**src/sv/rpn_stack_evaluator_assert.svh**
```systemverilog
// Assertion macros for the RPN stack evaluator.
// No dependencies; included by the top level after its datapath.
`ifndef RPN_STACK_EVALUATOR_ASSERT_SVH
`define RPN_STACK_EVALUATOR_ASSERT_SVH

// Same-cycle implication.
`define RPN_ASSERT_NOW(lbl, clk, rst_n, ante, cons, msg) \
    lbl: assert property (@(posedge clk) disable iff (!rst_n) (ante) |-> (cons)) \
        else $error(msg);

// Next-cycle implication.
`define RPN_ASSERT_NEXT(lbl, clk, rst_n, ante, cons, msg) \
    lbl: assert property (@(posedge clk) disable iff (!rst_n) (ante) |=> (cons)) \
        else $error(msg);

`endif

```
**src/sv/rpn_pkg.sv**
```systemverilog
// Shared types, constants and the microcode ROM of the RPN stack evaluator.
// No dependencies.
`timescale 1ns / 1ps

package rpn_pkg;

    localparam int STACK_DEPTH = 64;
    localparam int DATA_W      = 32;
    localparam int ADDR_W      = $clog2(STACK_DEPTH);
    localparam int HGT_W       = $clog2(STACK_DEPTH + 1);
    localparam int STEP_W      = 5;

    localparam logic [7:0] SYM_EQUALS = 8'h3D;
    localparam logic [7:0] SYM_SPACE  = 8'h20;
    localparam logic [7:0] SYM_PLUS   = 8'h2B;
    localparam logic [7:0] SYM_MINUS  = 8'h2D;
    localparam logic [7:0] SYM_TIMES  = 8'h2A;
    localparam logic [7:0] SYM_DIVIDE = 8'h2F;
    localparam logic [7:0] SYM_ZERO   = 8'h30;

    typedef enum logic [1:0] {
        ST_OK        = 2'd0,
        ST_OVERFLOW  = 2'd1,
        ST_UNDERFLOW = 2'd2,
        ST_DIVZERO   = 2'd3
    } t_status;

    // Datapath action of one microcode step.
    typedef enum logic [3:0] {
        A_NONE,
        A_TAKE,
        A_CLEAR,
        A_LD_RIGHT,
        A_LD_LEFT,
        A_ALU,
        A_DIV_GO,
        A_LD_QUO,
        A_WR_RES,
        A_PUSH_DIG,
        A_EMIT_VAL,
        A_EMIT_ERR,
        A_FAIL
    } t_act;

    // Jump condition; the jump is taken when it holds, else fall through.
    typedef enum logic [3:0] {
        C_NEVER,
        C_ALWAYS,
        C_NO_INPUT,
        C_FAILED,
        C_NOT_EQ,
        C_SPACE,
        C_NOT_OP,
        C_HEIGHT_ZERO,
        C_HEIGHT_LT2,
        C_FULL,
        C_IS_DIV,
        C_RIGHT_ZERO,
        C_DIV_BUSY,
        C_OUT_BUSY
    } t_cond;

    typedef logic [STEP_W-1:0] t_step;

    typedef struct packed {
        t_act    act;
        t_cond   cond;
        logic    rd_next;   // read address: 0 top, 1 entry below top
        t_status status;
        t_step   target;
    } t_cw;

    typedef struct packed {
        logic no_input;
        logic failed;
        logic not_eq;
        logic space;
        logic not_op;
        logic height_zero;
        logic height_lt2;
        logic full;
        logic is_div;
        logic right_zero;
        logic div_busy;
        logic out_busy;
    } t_flags;

    // Program labels
    localparam t_step L_IDLE     = 5'd0;
    localparam t_step L_EQ_WAIT  = 5'd4;
    localparam t_step L_EQ_EMPTY = 5'd6;
    localparam t_step L_CLEAR    = 5'd8;
    localparam t_step L_NOT_EQ   = 5'd9;
    localparam t_step L_WR_RES   = 5'd16;
    localparam t_step L_DIV      = 5'd17;
    localparam t_step L_DIV_WAIT = 5'd19;
    localparam t_step L_DIGIT    = 5'd21;
    localparam t_step L_UNDER    = 5'd23;
    localparam t_step L_OVF      = 5'd25;
    localparam t_step L_DZ       = 5'd27;

    function automatic t_cw f_word(input t_act act, input t_cond cond, input logic rd_next,
                                   input t_status status, input t_step target);
        t_cw w;
        w.act     = act;
        w.cond    = cond;
        w.rd_next = rd_next;
        w.status  = status;
        w.target  = target;
        return w;
    endfunction

    function automatic t_cw f_ucode(input t_step step);
        t_cw w;
        unique case (step)
            // wait for a symbol
            5'd0:  w = f_word(A_TAKE,     C_NO_INPUT,    1'b0, ST_OK,        L_IDLE);
            5'd1:  w = f_word(A_NONE,     C_NOT_EQ,      1'b0, ST_OK,        L_NOT_EQ);
            // equals sign
            5'd2:  w = f_word(A_NONE,     C_FAILED,      1'b0, ST_OK,        L_CLEAR);
            5'd3:  w = f_word(A_NONE,     C_HEIGHT_ZERO, 1'b0, ST_OK,        L_EQ_EMPTY);
            5'd4:  w = f_word(A_NONE,     C_OUT_BUSY,    1'b0, ST_OK,        L_EQ_WAIT);
            5'd5:  w = f_word(A_EMIT_VAL, C_ALWAYS,      1'b0, ST_OK,        L_IDLE);
            5'd6:  w = f_word(A_NONE,     C_OUT_BUSY,    1'b0, ST_OK,        L_EQ_EMPTY);
            5'd7:  w = f_word(A_EMIT_ERR, C_ALWAYS,      1'b0, ST_UNDERFLOW, L_IDLE);
            5'd8:  w = f_word(A_CLEAR,    C_ALWAYS,      1'b0, ST_OK,        L_IDLE);
            // everything else
            5'd9:  w = f_word(A_NONE,     C_FAILED,      1'b0, ST_OK,        L_IDLE);
            5'd10: w = f_word(A_NONE,     C_SPACE,       1'b0, ST_OK,        L_IDLE);
            5'd11: w = f_word(A_NONE,     C_NOT_OP,      1'b0, ST_OK,        L_DIGIT);
            5'd12: w = f_word(A_NONE,     C_HEIGHT_LT2,  1'b0, ST_OK,        L_UNDER);
            5'd13: w = f_word(A_LD_RIGHT, C_NEVER,       1'b1, ST_OK,        L_IDLE);
            5'd14: w = f_word(A_LD_LEFT,  C_IS_DIV,      1'b0, ST_OK,        L_DIV);
            5'd15: w = f_word(A_ALU,      C_NEVER,       1'b0, ST_OK,        L_IDLE);
            5'd16: w = f_word(A_WR_RES,   C_ALWAYS,      1'b0, ST_OK,        L_IDLE);
            5'd17: w = f_word(A_NONE,     C_RIGHT_ZERO,  1'b0, ST_OK,        L_DZ);
            5'd18: w = f_word(A_DIV_GO,   C_NEVER,       1'b0, ST_OK,        L_IDLE);
            5'd19: w = f_word(A_NONE,     C_DIV_BUSY,    1'b0, ST_OK,        L_DIV_WAIT);
            5'd20: w = f_word(A_LD_QUO,   C_ALWAYS,      1'b0, ST_OK,        L_WR_RES);
            5'd21: w = f_word(A_NONE,     C_FULL,        1'b0, ST_OK,        L_OVF);
            5'd22: w = f_word(A_PUSH_DIG, C_ALWAYS,      1'b0, ST_OK,        L_IDLE);
            // error reports
            5'd23: w = f_word(A_NONE,     C_OUT_BUSY,    1'b0, ST_OK,        L_UNDER);
            5'd24: w = f_word(A_FAIL,     C_ALWAYS,      1'b0, ST_UNDERFLOW, L_IDLE);
            5'd25: w = f_word(A_NONE,     C_OUT_BUSY,    1'b0, ST_OK,        L_OVF);
            5'd26: w = f_word(A_FAIL,     C_ALWAYS,      1'b0, ST_OVERFLOW,  L_IDLE);
            5'd27: w = f_word(A_NONE,     C_OUT_BUSY,    1'b0, ST_OK,        L_DZ);
            5'd28: w = f_word(A_FAIL,     C_ALWAYS,      1'b0, ST_DIVZERO,   L_IDLE);
            default: w = f_word(A_NONE,   C_ALWAYS,      1'b0, ST_OK,        L_IDLE);
        endcase
        return w;
    endfunction

endpackage

```
**src/sv/rpn_if.sv**
```systemverilog
// Valid/ready channel interfaces: symbol input and result output.
// Depends on rpn_pkg.
`timescale 1ns / 1ps

interface rpn_sym_if;
    logic       valid;
    logic       ready;
    logic [7:0] symbol;

    modport source (output valid, output symbol, input ready);
    modport sink   (input valid, input symbol, output ready);
endinterface

interface rpn_res_if;
    import rpn_pkg::*;
    logic                      valid;
    logic                      ready;
    logic signed [DATA_W-1:0]  value;
    t_status                   status;

    modport source (output valid, output value, output status, input ready);
    modport sink   (input valid, input value, input status, output ready);
endinterface

```
**src/sv/rpn_stack_evaluator.sv**
```systemverilog
// Top level of the RPN stack evaluator: operand stack memory, ALU, result register.
// Depends on rpn_pkg, rpn_if, rpn_div, rpn_seq and rpn_stack_evaluator_assert.svh.
//
//  channel | dir | payload                        | handshake
//  i_sym   | in  | symbol[7:0]                    | valid/ready, transfer when both high
//  o_res   | out | value[31:0] signed, status[1:0]| valid/ready, transfer when both high
//
// One symbol at a time; ready is high while the sequencer waits at its idle step.
// After an error, symbols other than equals are ignored.
// A result or report waits while the result register still holds an untaken result.
// Synchronous active-low reset clears height, error flag, output valid and step; the
// stack memory has no reset and needs no clearing pass.
`timescale 1ns / 1ps

module rpn_stack_evaluator (
    input  logic       i_clk,
    input  logic       i_rst_n,
    rpn_sym_if.sink    i_sym,
    rpn_res_if.source  o_res
);
    import rpn_pkg::*;

    logic [DATA_W-1:0] mem [STACK_DEPTH];

    logic [7:0]        r_sym,       n_sym;
    logic [HGT_W-1:0]  r_height,    n_height;
    logic              r_failed,    n_failed;
    logic [DATA_W-1:0] r_right,     n_right;
    logic [DATA_W-1:0] r_left,      n_left;
    logic [DATA_W-1:0] r_acc,       n_acc;
    logic              r_out_valid, n_out_valid;
    logic [DATA_W-1:0] r_out_value, n_out_value;
    t_status           r_out_status, n_out_status;
    logic [DATA_W-1:0] r_rd_data;

    t_cw               cw;
    t_flags            flags;
    logic              div_busy;
    logic [DATA_W-1:0] quotient;
    logic [HGT_W-1:0]  h_m1;
    logic [HGT_W-1:0]  h_m2;
    logic [ADDR_W-1:0] rd_addr;
    logic [ADDR_W-1:0] wr_addr;
    logic [DATA_W-1:0] wr_data;
    logic              wr_en;
    logic [DATA_W-1:0] alu;
    logic              is_op;

    rpn_seq u_seq (
        .i_clk   (i_clk),
        .i_rst_n (i_rst_n),
        .i_flags (flags),
        .o_cw    (cw)
    );

    rpn_div u_div (
        .i_clk      (i_clk),
        .i_rst_n    (i_rst_n),
        .i_start    (cw.act == A_DIV_GO),
        .i_dividend (r_left),
        .i_divisor  (r_right),
        .o_busy     (div_busy),
        .o_quotient (quotient)
    );

    assign is_op = (r_sym == SYM_PLUS) || (r_sym == SYM_MINUS) ||
                   (r_sym == SYM_TIMES) || (r_sym == SYM_DIVIDE);

    always_comb begin
        flags.no_input    = !i_sym.valid;
        flags.failed      = r_failed;
        flags.not_eq      = (r_sym != SYM_EQUALS);
        flags.space       = (r_sym == SYM_SPACE);
        flags.not_op      = !is_op;
        flags.height_zero = (r_height == '0);
        flags.height_lt2  = (r_height < HGT_W'(2));
        flags.full        = (r_height == HGT_W'(STACK_DEPTH));
        flags.is_div      = (r_sym == SYM_DIVIDE);
        flags.right_zero  = (r_right == '0);
        flags.div_busy    = div_busy;
        flags.out_busy    = r_out_valid && !o_res.ready;
    end

    // stack addressing: top is height-1, the left operand sits below it
    assign h_m1    = r_height - HGT_W'(1);
    assign h_m2    = r_height - HGT_W'(2);
    assign rd_addr = cw.rd_next ? h_m2[ADDR_W-1:0] : h_m1[ADDR_W-1:0];
    assign wr_en   = (cw.act == A_PUSH_DIG) || (cw.act == A_WR_RES);
    assign wr_addr = (cw.act == A_PUSH_DIG) ? r_height[ADDR_W-1:0] : h_m2[ADDR_W-1:0];
    assign wr_data = (cw.act == A_PUSH_DIG) ? (DATA_W'(r_sym) - DATA_W'(SYM_ZERO)) : r_acc;

    always_ff @(posedge i_clk) begin
        if (wr_en) begin
            mem[wr_addr] <= wr_data;
        end
        r_rd_data <= mem[rd_addr];
    end

    always_comb begin
        unique case (r_sym)
            SYM_PLUS:  alu = r_left + r_right;
            SYM_MINUS: alu = r_left - r_right;
            default:   alu = r_left * r_right;
        endcase
    end

    always_comb begin
        n_sym        = r_sym;
        n_height     = r_height;
        n_failed     = r_failed;
        n_right      = r_right;
        n_left       = r_left;
        n_acc        = r_acc;
        n_out_valid  = r_out_valid;
        n_out_value  = r_out_value;
        n_out_status = r_out_status;
        if (r_out_valid && o_res.ready) begin
            n_out_valid = 1'b0;
        end
        unique case (cw.act)
            A_NONE, A_DIV_GO: begin
            end
            A_TAKE: begin
                if (i_sym.valid) begin
                    n_sym = i_sym.symbol;
                end
            end
            A_CLEAR: begin
                n_height = '0;
                n_failed = 1'b0;
            end
            A_LD_RIGHT: n_right = r_rd_data;
            A_LD_LEFT:  n_left  = r_rd_data;
            A_ALU:      n_acc   = alu;
            A_LD_QUO:   n_acc   = quotient;
            A_WR_RES:   n_height = r_height - HGT_W'(1);
            A_PUSH_DIG: n_height = r_height + HGT_W'(1);
            A_EMIT_VAL: begin
                n_out_valid  = 1'b1;
                n_out_value  = r_rd_data;
                n_out_status = ST_OK;
                n_height     = '0;
            end
            A_EMIT_ERR: begin
                n_out_valid  = 1'b1;
                n_out_value  = '0;
                n_out_status = cw.status;
            end
            A_FAIL: begin
                n_out_valid  = 1'b1;
                n_out_value  = '0;
                n_out_status = cw.status;
                n_failed     = 1'b1;
            end
            default: begin
            end
        endcase
    end

    always_ff @(posedge i_clk) begin
        if (!i_rst_n) begin
            r_height    <= '0;
            r_failed    <= 1'b0;
            r_out_valid <= 1'b0;
        end else begin
            r_height    <= n_height;
            r_failed    <= n_failed;
            r_out_valid <= n_out_valid;
        end
    end

    always_ff @(posedge i_clk) begin
        r_sym        <= n_sym;
        r_right      <= n_right;
        r_left       <= n_left;
        r_acc        <= n_acc;
        r_out_value  <= n_out_value;
        r_out_status <= n_out_status;
    end

    assign i_sym.ready  = (cw.act == A_TAKE);
    assign o_res.valid  = r_out_valid;
    assign o_res.value  = r_out_value;
    assign o_res.status = r_out_status;

`include "rpn_stack_evaluator_assert.svh"

    `RPN_ASSERT_NOW(a_height_bound, i_clk, i_rst_n, 1'b1,
                    r_height <= HGT_W'(STACK_DEPTH), "stack height beyond depth")
    `RPN_ASSERT_NOW(a_err_zero, i_clk, i_rst_n, r_out_valid && (r_out_status != ST_OK),
                    r_out_value == '0, "error result carries a value")
    `RPN_ASSERT_NOW(a_idle_div, i_clk, i_rst_n, i_sym.ready,
                    !div_busy, "divider busy while accepting symbols")
    `RPN_ASSERT_NEXT(a_fail_sets, i_clk, i_rst_n, cw.act == A_FAIL,
                     r_failed && r_out_valid, "error report did not set failed state")

endmodule

```
**src/sv/rpn_div.sv**
```systemverilog
// Iterative signed divider, truncating toward zero, one quotient bit per cycle.
// Depends on rpn_pkg.
`timescale 1ns / 1ps

module rpn_div (
    input  logic                        i_clk,
    input  logic                        i_rst_n,
    input  logic                        i_start,
    input  logic [rpn_pkg::DATA_W-1:0]  i_dividend,
    input  logic [rpn_pkg::DATA_W-1:0]  i_divisor,
    output logic                        o_busy,
    output logic [rpn_pkg::DATA_W-1:0]  o_quotient
);
    import rpn_pkg::*;

    localparam int CNT_W = $clog2(DATA_W);

    logic             r_busy;
    logic [CNT_W-1:0] r_cnt;
    logic [DATA_W-1:0] r_rem;
    logic [DATA_W-1:0] r_quo;
    logic [DATA_W-1:0] r_dvs;
    logic             r_neg;

    logic [DATA_W:0]   shifted;
    logic [DATA_W:0]   diff;
    logic [DATA_W-1:0] mag_a;
    logic [DATA_W-1:0] mag_b;

    assign mag_a   = i_dividend[DATA_W-1] ? (DATA_W'(0) - i_dividend) : i_dividend;
    assign mag_b   = i_divisor[DATA_W-1]  ? (DATA_W'(0) - i_divisor)  : i_divisor;
    assign shifted = {r_rem, r_quo[DATA_W-1]};
    assign diff    = shifted - {1'b0, r_dvs};

    always_ff @(posedge i_clk) begin
        if (!i_rst_n) begin
            r_busy <= 1'b0;
            r_cnt  <= '0;
        end else if (i_start) begin
            r_busy <= 1'b1;
            r_cnt  <= '0;
        end else if (r_busy) begin
            r_cnt <= r_cnt + CNT_W'(1);
            if (r_cnt == CNT_W'(DATA_W - 1)) begin
                r_busy <= 1'b0;
            end
        end
    end

    always_ff @(posedge i_clk) begin
        if (i_start) begin
            r_rem <= '0;
            r_quo <= mag_a;
            r_dvs <= mag_b;
            r_neg <= i_dividend[DATA_W-1] ^ i_divisor[DATA_W-1];
        end else if (r_busy) begin
            // restoring step: keep the difference when it did not go negative
            if (!diff[DATA_W]) begin
                r_rem <= diff[DATA_W-1:0];
                r_quo <= {r_quo[DATA_W-2:0], 1'b1};
            end else begin
                r_rem <= shifted[DATA_W-1:0];
                r_quo <= {r_quo[DATA_W-2:0], 1'b0};
            end
        end
    end

    assign o_busy     = r_busy;
    assign o_quotient = r_neg ? (DATA_W'(0) - r_quo) : r_quo;

endmodule

```
**src/sv/rpn_seq.sv**
```systemverilog
// Microcode sequencer: step counter, control ROM and conditional jumps.
// Depends on rpn_pkg.
`timescale 1ns / 1ps

module rpn_seq (
    input  logic            i_clk,
    input  logic            i_rst_n,
    input  rpn_pkg::t_flags i_flags,
    output rpn_pkg::t_cw    o_cw
);
    import rpn_pkg::*;

    t_step r_step;
    t_step n_step;
    t_cw   cw;
    logic  jump;

    assign cw = f_ucode(r_step);

    always_comb begin
        unique case (cw.cond)
            C_NEVER:       jump = 1'b0;
            C_ALWAYS:      jump = 1'b1;
            C_NO_INPUT:    jump = i_flags.no_input;
            C_FAILED:      jump = i_flags.failed;
            C_NOT_EQ:      jump = i_flags.not_eq;
            C_SPACE:       jump = i_flags.space;
            C_NOT_OP:      jump = i_flags.not_op;
            C_HEIGHT_ZERO: jump = i_flags.height_zero;
            C_HEIGHT_LT2:  jump = i_flags.height_lt2;
            C_FULL:        jump = i_flags.full;
            C_IS_DIV:      jump = i_flags.is_div;
            C_RIGHT_ZERO:  jump = i_flags.right_zero;
            C_DIV_BUSY:    jump = i_flags.div_busy;
            C_OUT_BUSY:    jump = i_flags.out_busy;
            default:       jump = 1'b1;
        endcase
        n_step = jump ? cw.target : r_step + STEP_W'(1);
    end

    always_ff @(posedge i_clk) begin
        if (!i_rst_n) begin
            r_step <= L_IDLE;
        end else begin
            r_step <= n_step;
        end
    end

    assign o_cw = cw;

endmodule

```
**src/flat_wrapper.sv**
```systemverilog
// flat-port wrapper written by rule: the top's interface ports become plain ports
module rpn_stack_evaluator_flat import rpn_pkg::*;
  (i_clk, i_rst_n, i_sym_valid, i_sym_symbol, i_sym_ready, o_res_valid, o_res_value, o_res_status, o_res_ready);
  rpn_sym_if i_sym_i ();
  rpn_res_if o_res_i ();
  input  logic i_clk;
  input  logic i_rst_n;
  input wire logic [$bits(i_sym_i.valid)-1:0] i_sym_valid;
  input wire logic [$bits(i_sym_i.symbol)-1:0] i_sym_symbol;
  output wire logic [$bits(i_sym_i.ready)-1:0] i_sym_ready;
  output wire logic [$bits(o_res_i.valid)-1:0] o_res_valid;
  output wire logic [$bits(o_res_i.value)-1:0] o_res_value;
  output wire logic [$bits(o_res_i.status)-1:0] o_res_status;
  input wire logic [$bits(o_res_i.ready)-1:0] o_res_ready;
  assign i_sym_i.valid = i_sym_valid;
  assign i_sym_i.symbol = i_sym_symbol;
  assign i_sym_ready = i_sym_i.ready;
  assign o_res_valid = o_res_i.valid;
  assign o_res_value = o_res_i.value;
  assign o_res_status = o_res_i.status;
  assign o_res_i.ready = o_res_ready;
  rpn_stack_evaluator u_core (.i_clk(i_clk), .i_rst_n(i_rst_n), .i_sym(i_sym_i), .o_res(o_res_i));
endmodule
```
**config.mk**
```make
export PLATFORM = sky130hd
export DESIGN_NAME = rpn_stack_evaluator_flat
export DESIGN_NICKNAME = d
export VERILOG_FILES = /design/src/sv/rpn_pkg.sv /design/src/sv/rpn_if.sv /design/src/sv/rpn_stack_evaluator.sv /design/src/sv/rpn_div.sv /design/src/sv/rpn_seq.sv /design/src/flat_wrapper.sv
export VERILOG_INCLUDE_DIRS = /design/src /design/src/sv
export SDC_FILE = /design/constraint.sdc
export NUM_CORES = 2
export LEC_CHECK = 0
export BUFFER_PORTS_ARGS = -buffer_cell sky130_fd_sc_hd__buf_2
export CORE_ASPECT_RATIO = 1.1
export CORE_MARGIN = 8
export CORE_UTILIZATION = 35
export CTS_BUF_LIST = sky130_fd_sc_hd__clkbuf_16
export DETAILED_ROUTE_END_ITERATION = 7
export GPL_TIMING_DRIVEN = 0
export PLACE_DENSITY = 0.54
export SYNTH_ARGS = -nofsm -noshare
export SYNTH_HDL_FRONTEND = slang
export SYNTH_SLANG_ARGS = --single-unit
```
**constraint.sdc**
```tcl
create_clock -name i_clk -period 12.5 [get_ports i_clk]
set_input_delay 1.25 -clock i_clk [delete_from_list [all_inputs] [get_ports i_clk]]
set_output_delay 1.25 -clock i_clk [all_outputs]
set_load 0.005 [all_outputs]
```
==> summary.txt <==
Floorplanning
  • Die area: 0.339 mm²
  • Starting Density: 35.0%
  • Row cnt: 218
  • Chip Height: 609 µm
  • Die width: 555 µm
  • Core area: 0.320 mm²
  • # IOs: 48

Place
  • PortBufs: 47
  • DP Wirelength: 255000 µm
  • Gp weighted congestion: 1.03
  • Placement Setup Slack: 3340 ps

Clock network
  • Clk buf depth: 4
  • Post CTS Setup Buffer Count: 0
  • H-tree levels: 4
  • Cts hold-fix bufs: 0
  • TritonCTS clock tree: built
  • Sinks on Clock Net: 2351
  • CTS Root Buffer Type: clkbuf_16
  • CTS Buf Count: 245
  • Clk Latency, worst-skew pair: 950 ps
  • Clock-pin slew on the worst setup and hold paths: 60 ps
  • Post-CTS sizing: 0

STA
  • Final setup violation count: 0
  • Worst-margin pin slew: 1510 ps
  • Setup Skew: 130 ps
  • Setup WS post-layout: 3080 ps
  • Final hold vios: 0
  • Max-slew headroom: -0.431%
  • RSZ-0062 raised after global routing: false
  • Final TNS setup: 0 ps
  • Period utilization: 75.4%
  • Tmin final: 9420 ps
  • Max Fclk: 0.106 GHz
  • Max Transition Viols Final: 10

Synthesis
  • Post-synth top area cell: edfxtp_1
  • Area share of the largest cell type after synthesis: 60.3%
  • Seq cells post-synth: 2351
  • Yosys cell types: 80
  • Post-Syn Area per Cell: 15.6 µm²
  • Mapped Nets: 7828
  • Mapped Cells: 7195
  • Ys async rst share: 0%
  • Ys Warns: 0
  • Dominant synthesized flop cell: edfxtp_1
  • EDFF count, synth: 2251
  • Mapped cell area: 0.112 mm²
  • Sequential share of the synthesized area: 62.1%
  • Top area cells in the synthesized netlist: edfxtp_1 60%, mux4_2 10%, fa_1 7.3%, and2_1 2.6%, nand2_1 2.4%

Setup path
  • R2R Path Start: u_core.r_left[8]
  • Reg2Reg Setup Slack: 3080 ps
  • Maximum fanout along the worst path: 10
  • Crit path kind: reg2reg
  • Startpoint Class: flop
  • FF-to-FF End: u_core.r_acc[31]
  • Crit path DAT: 9960 ps
  • CP Launch Point: u_core.r_left[8]
  • Worst reg2reg path depth: 26
  • Critical Path RT: 13040 ps
  • Crit. End Element: flop

Drt
  • Initial DRT Pass Iterations: 6
  • DRT antenna net count: 0
  • Routed wire length: 351000 µm
  • Initial DRC count: 7153
  • WL/cell: 29.0 µm
  • Post-route DRC violation count: 0
  • Vias after detailed routing: 65400
  • Routed vias/inst: 5.41

Layout
  • Final net count: 8232
  • Layout cells sized above 1: 15.5%
  • Area Growth Syn to Fin: 14.7%

Min path
  • Worst min-delay path endpoint: u_core.r_right[28]
  • Hold-critical path depth: 0
  • Hold Startpoint: u_core.r_rd_data[28]
  • Worst Hold Class: reg2reg

Global route
  • Antenna violations before repair: 25
  • Vias in the first global route: 67100
  • Grt ovf: 0
  • All-Layer GR Usage: 20.2%
  • Largest net degree at the start of global routing: 65
  • First-pass GRT wire length: 495000 µm

Outcome
  • Outcome: finished, violations left
  • Violations in the final reports: max-capacitance violations, max-slew violations

Run
  • Max-cap violation count: 1
worst max-delay path by stage:
stage,cells past startpoint,to,slack [ps]
final,26,u_core.r_acc[31],3080
after detailed placement,26,u_core.r_acc[30],3340
after global placement,7,u_core.mem[51][6],1910
after floorplan,25,u_core.r_acc[31],5510
after CTS,26,u_core.r_acc[31],3300
after global routing,26,u_core.r_acc[30],3020
area by class of cell:
type | instances | area (µm²)
Fill cell | 29300 | 191000
Sequential cell | 2351 | 69600
Multi-Input combinational cell | 3965 | 39800
Clock buffer | 248 | 6210
Tap cell | 4290 | 5370
Timing Repair Buffer | 157 | 2390
Inverter | 460 | 1730
Clock inverter | 198 | 1700
Buffer | 419 | 1630
Antenna cell | 8 | 20.0
worst max-delay path: stages (launching register included):
cell and delay (ps):
edfxtp_1 500, clkbuf_1 890, clkbuf_1 740, nand2_1 170, fa_1 420, inv_1 80, fa_1 450, fa_1 520
inv_1 50, fa_1 480, inv_1 50, fa_1 490, inv_1 50, fa_1 550, inv_1 50, fa_1 590
fa_1 450, ha_1 330, a21oi_1 140, o21ai_0 150, a21oi_1 360, a21oi_1 240, a41o_1 310, o41ai_1 400
xnor2_1 210, o21ai_0 310, o22ai_1 150
layer usage:
layer	routed length, µm	GRT usage (%)	up-vias
met2	168000	33.5	2628
met4	19800	9.51	2
li1	-	-	27700
met3	24000	3.18	648
met5	13	0	-
met1	139000	26.2	34400
cells in the final DEF (no fill, tap or decap), types with 143 or more instances in the layout:
cell | Yosys | final
clkbuf_16 | 0 | 248
a211oi_1 | 186 | 186
xnor2_1 | 143 | 143
nand2_1 | 713 | 685
edfxtp_1 | 2251 | 2251
clkbuf_1 | 338 | 330
a21oi_1 | 222 | 218
and2_1 | 458 | 458
fa_1 | 410 | 410
ha_1 | 211 | 211
inv_1 | 456 | 500
mux4_2 | 516 | 516
o21ai_0 | 156 | 154
synthesized netlist by cell type (27+ instances only):
library cell,n
buf_1,46
mux2i_1,56
xor2_1,125
fa_1,410
a21o_1,27
inv_1,456
edfxtp_1,2251
a31oi_1,70
nor3_1,37
ha_1,211
nor2b_1,33
and2_1,458
mux4_2,516
a311oi_1,58
nand2_1,713
nand2b_1,27
dfxtp_1,100
a21oi_1,222
xnor2_1,143
buf_2,35
clkbuf_1,338
a211oi_1,186
o31ai_1,41
nand3_1,41
nor2_1,185
o21ai_0,156
registers in the layout, summed over array words and instances, names as in the netlist, 16 cells and up:
| name | cells |
|---|---|
| u_core.mem | 2048 |
| u_core.o_res.value | 32 |
| u_core.r_acc | 32 |
| u_core.r_left | 32 |
| u_core.r_rd_data | 32 |
| u_core.r_right | 32 |
| u_core.u_div.r_dvs | 32 |
| u_core.u_div.r_quo | 32 |
| u_core.u_div.r_rem | 32 |
| u_core.u_seq.o_cw | 16 |
cell families after synthesis:
group | after synthesis | synth area share [%]
buf+inv | 879 | 2.98
fa+ha+maj | 621 | 9.68
xor+xnor | 268 | 2.09
simple gates | 1611 | 6.98
mux | 579 | 10.9
compound gates | 886 | 5.20
flops | 2351 | 62.1
stage by stage:
| step | hold slack, ps | cells | utilization [%] | instance area (µm²) |
|---|---|---|---|---|
| 2_1_floorplan | 417 | 7195 | - | 112000 |
| 3_3_place_gp | 437 | 11500 | 36.8 | 118000 |
| 3_5_place_dp | 456 | 11600 | 37.7 | 121000 |
| 4_1_cts | 449 | 12100 | 40.2 | 128000 |
| 5_1_grt | 458 | 12100 | 40.2 | 128000 |
| 6_report | 472 | 12100 | 40.2 | 128000 |
Power is not shown: default switching activity piles up to over one toggle a cycle in this logic, so the estimate is an artifact.
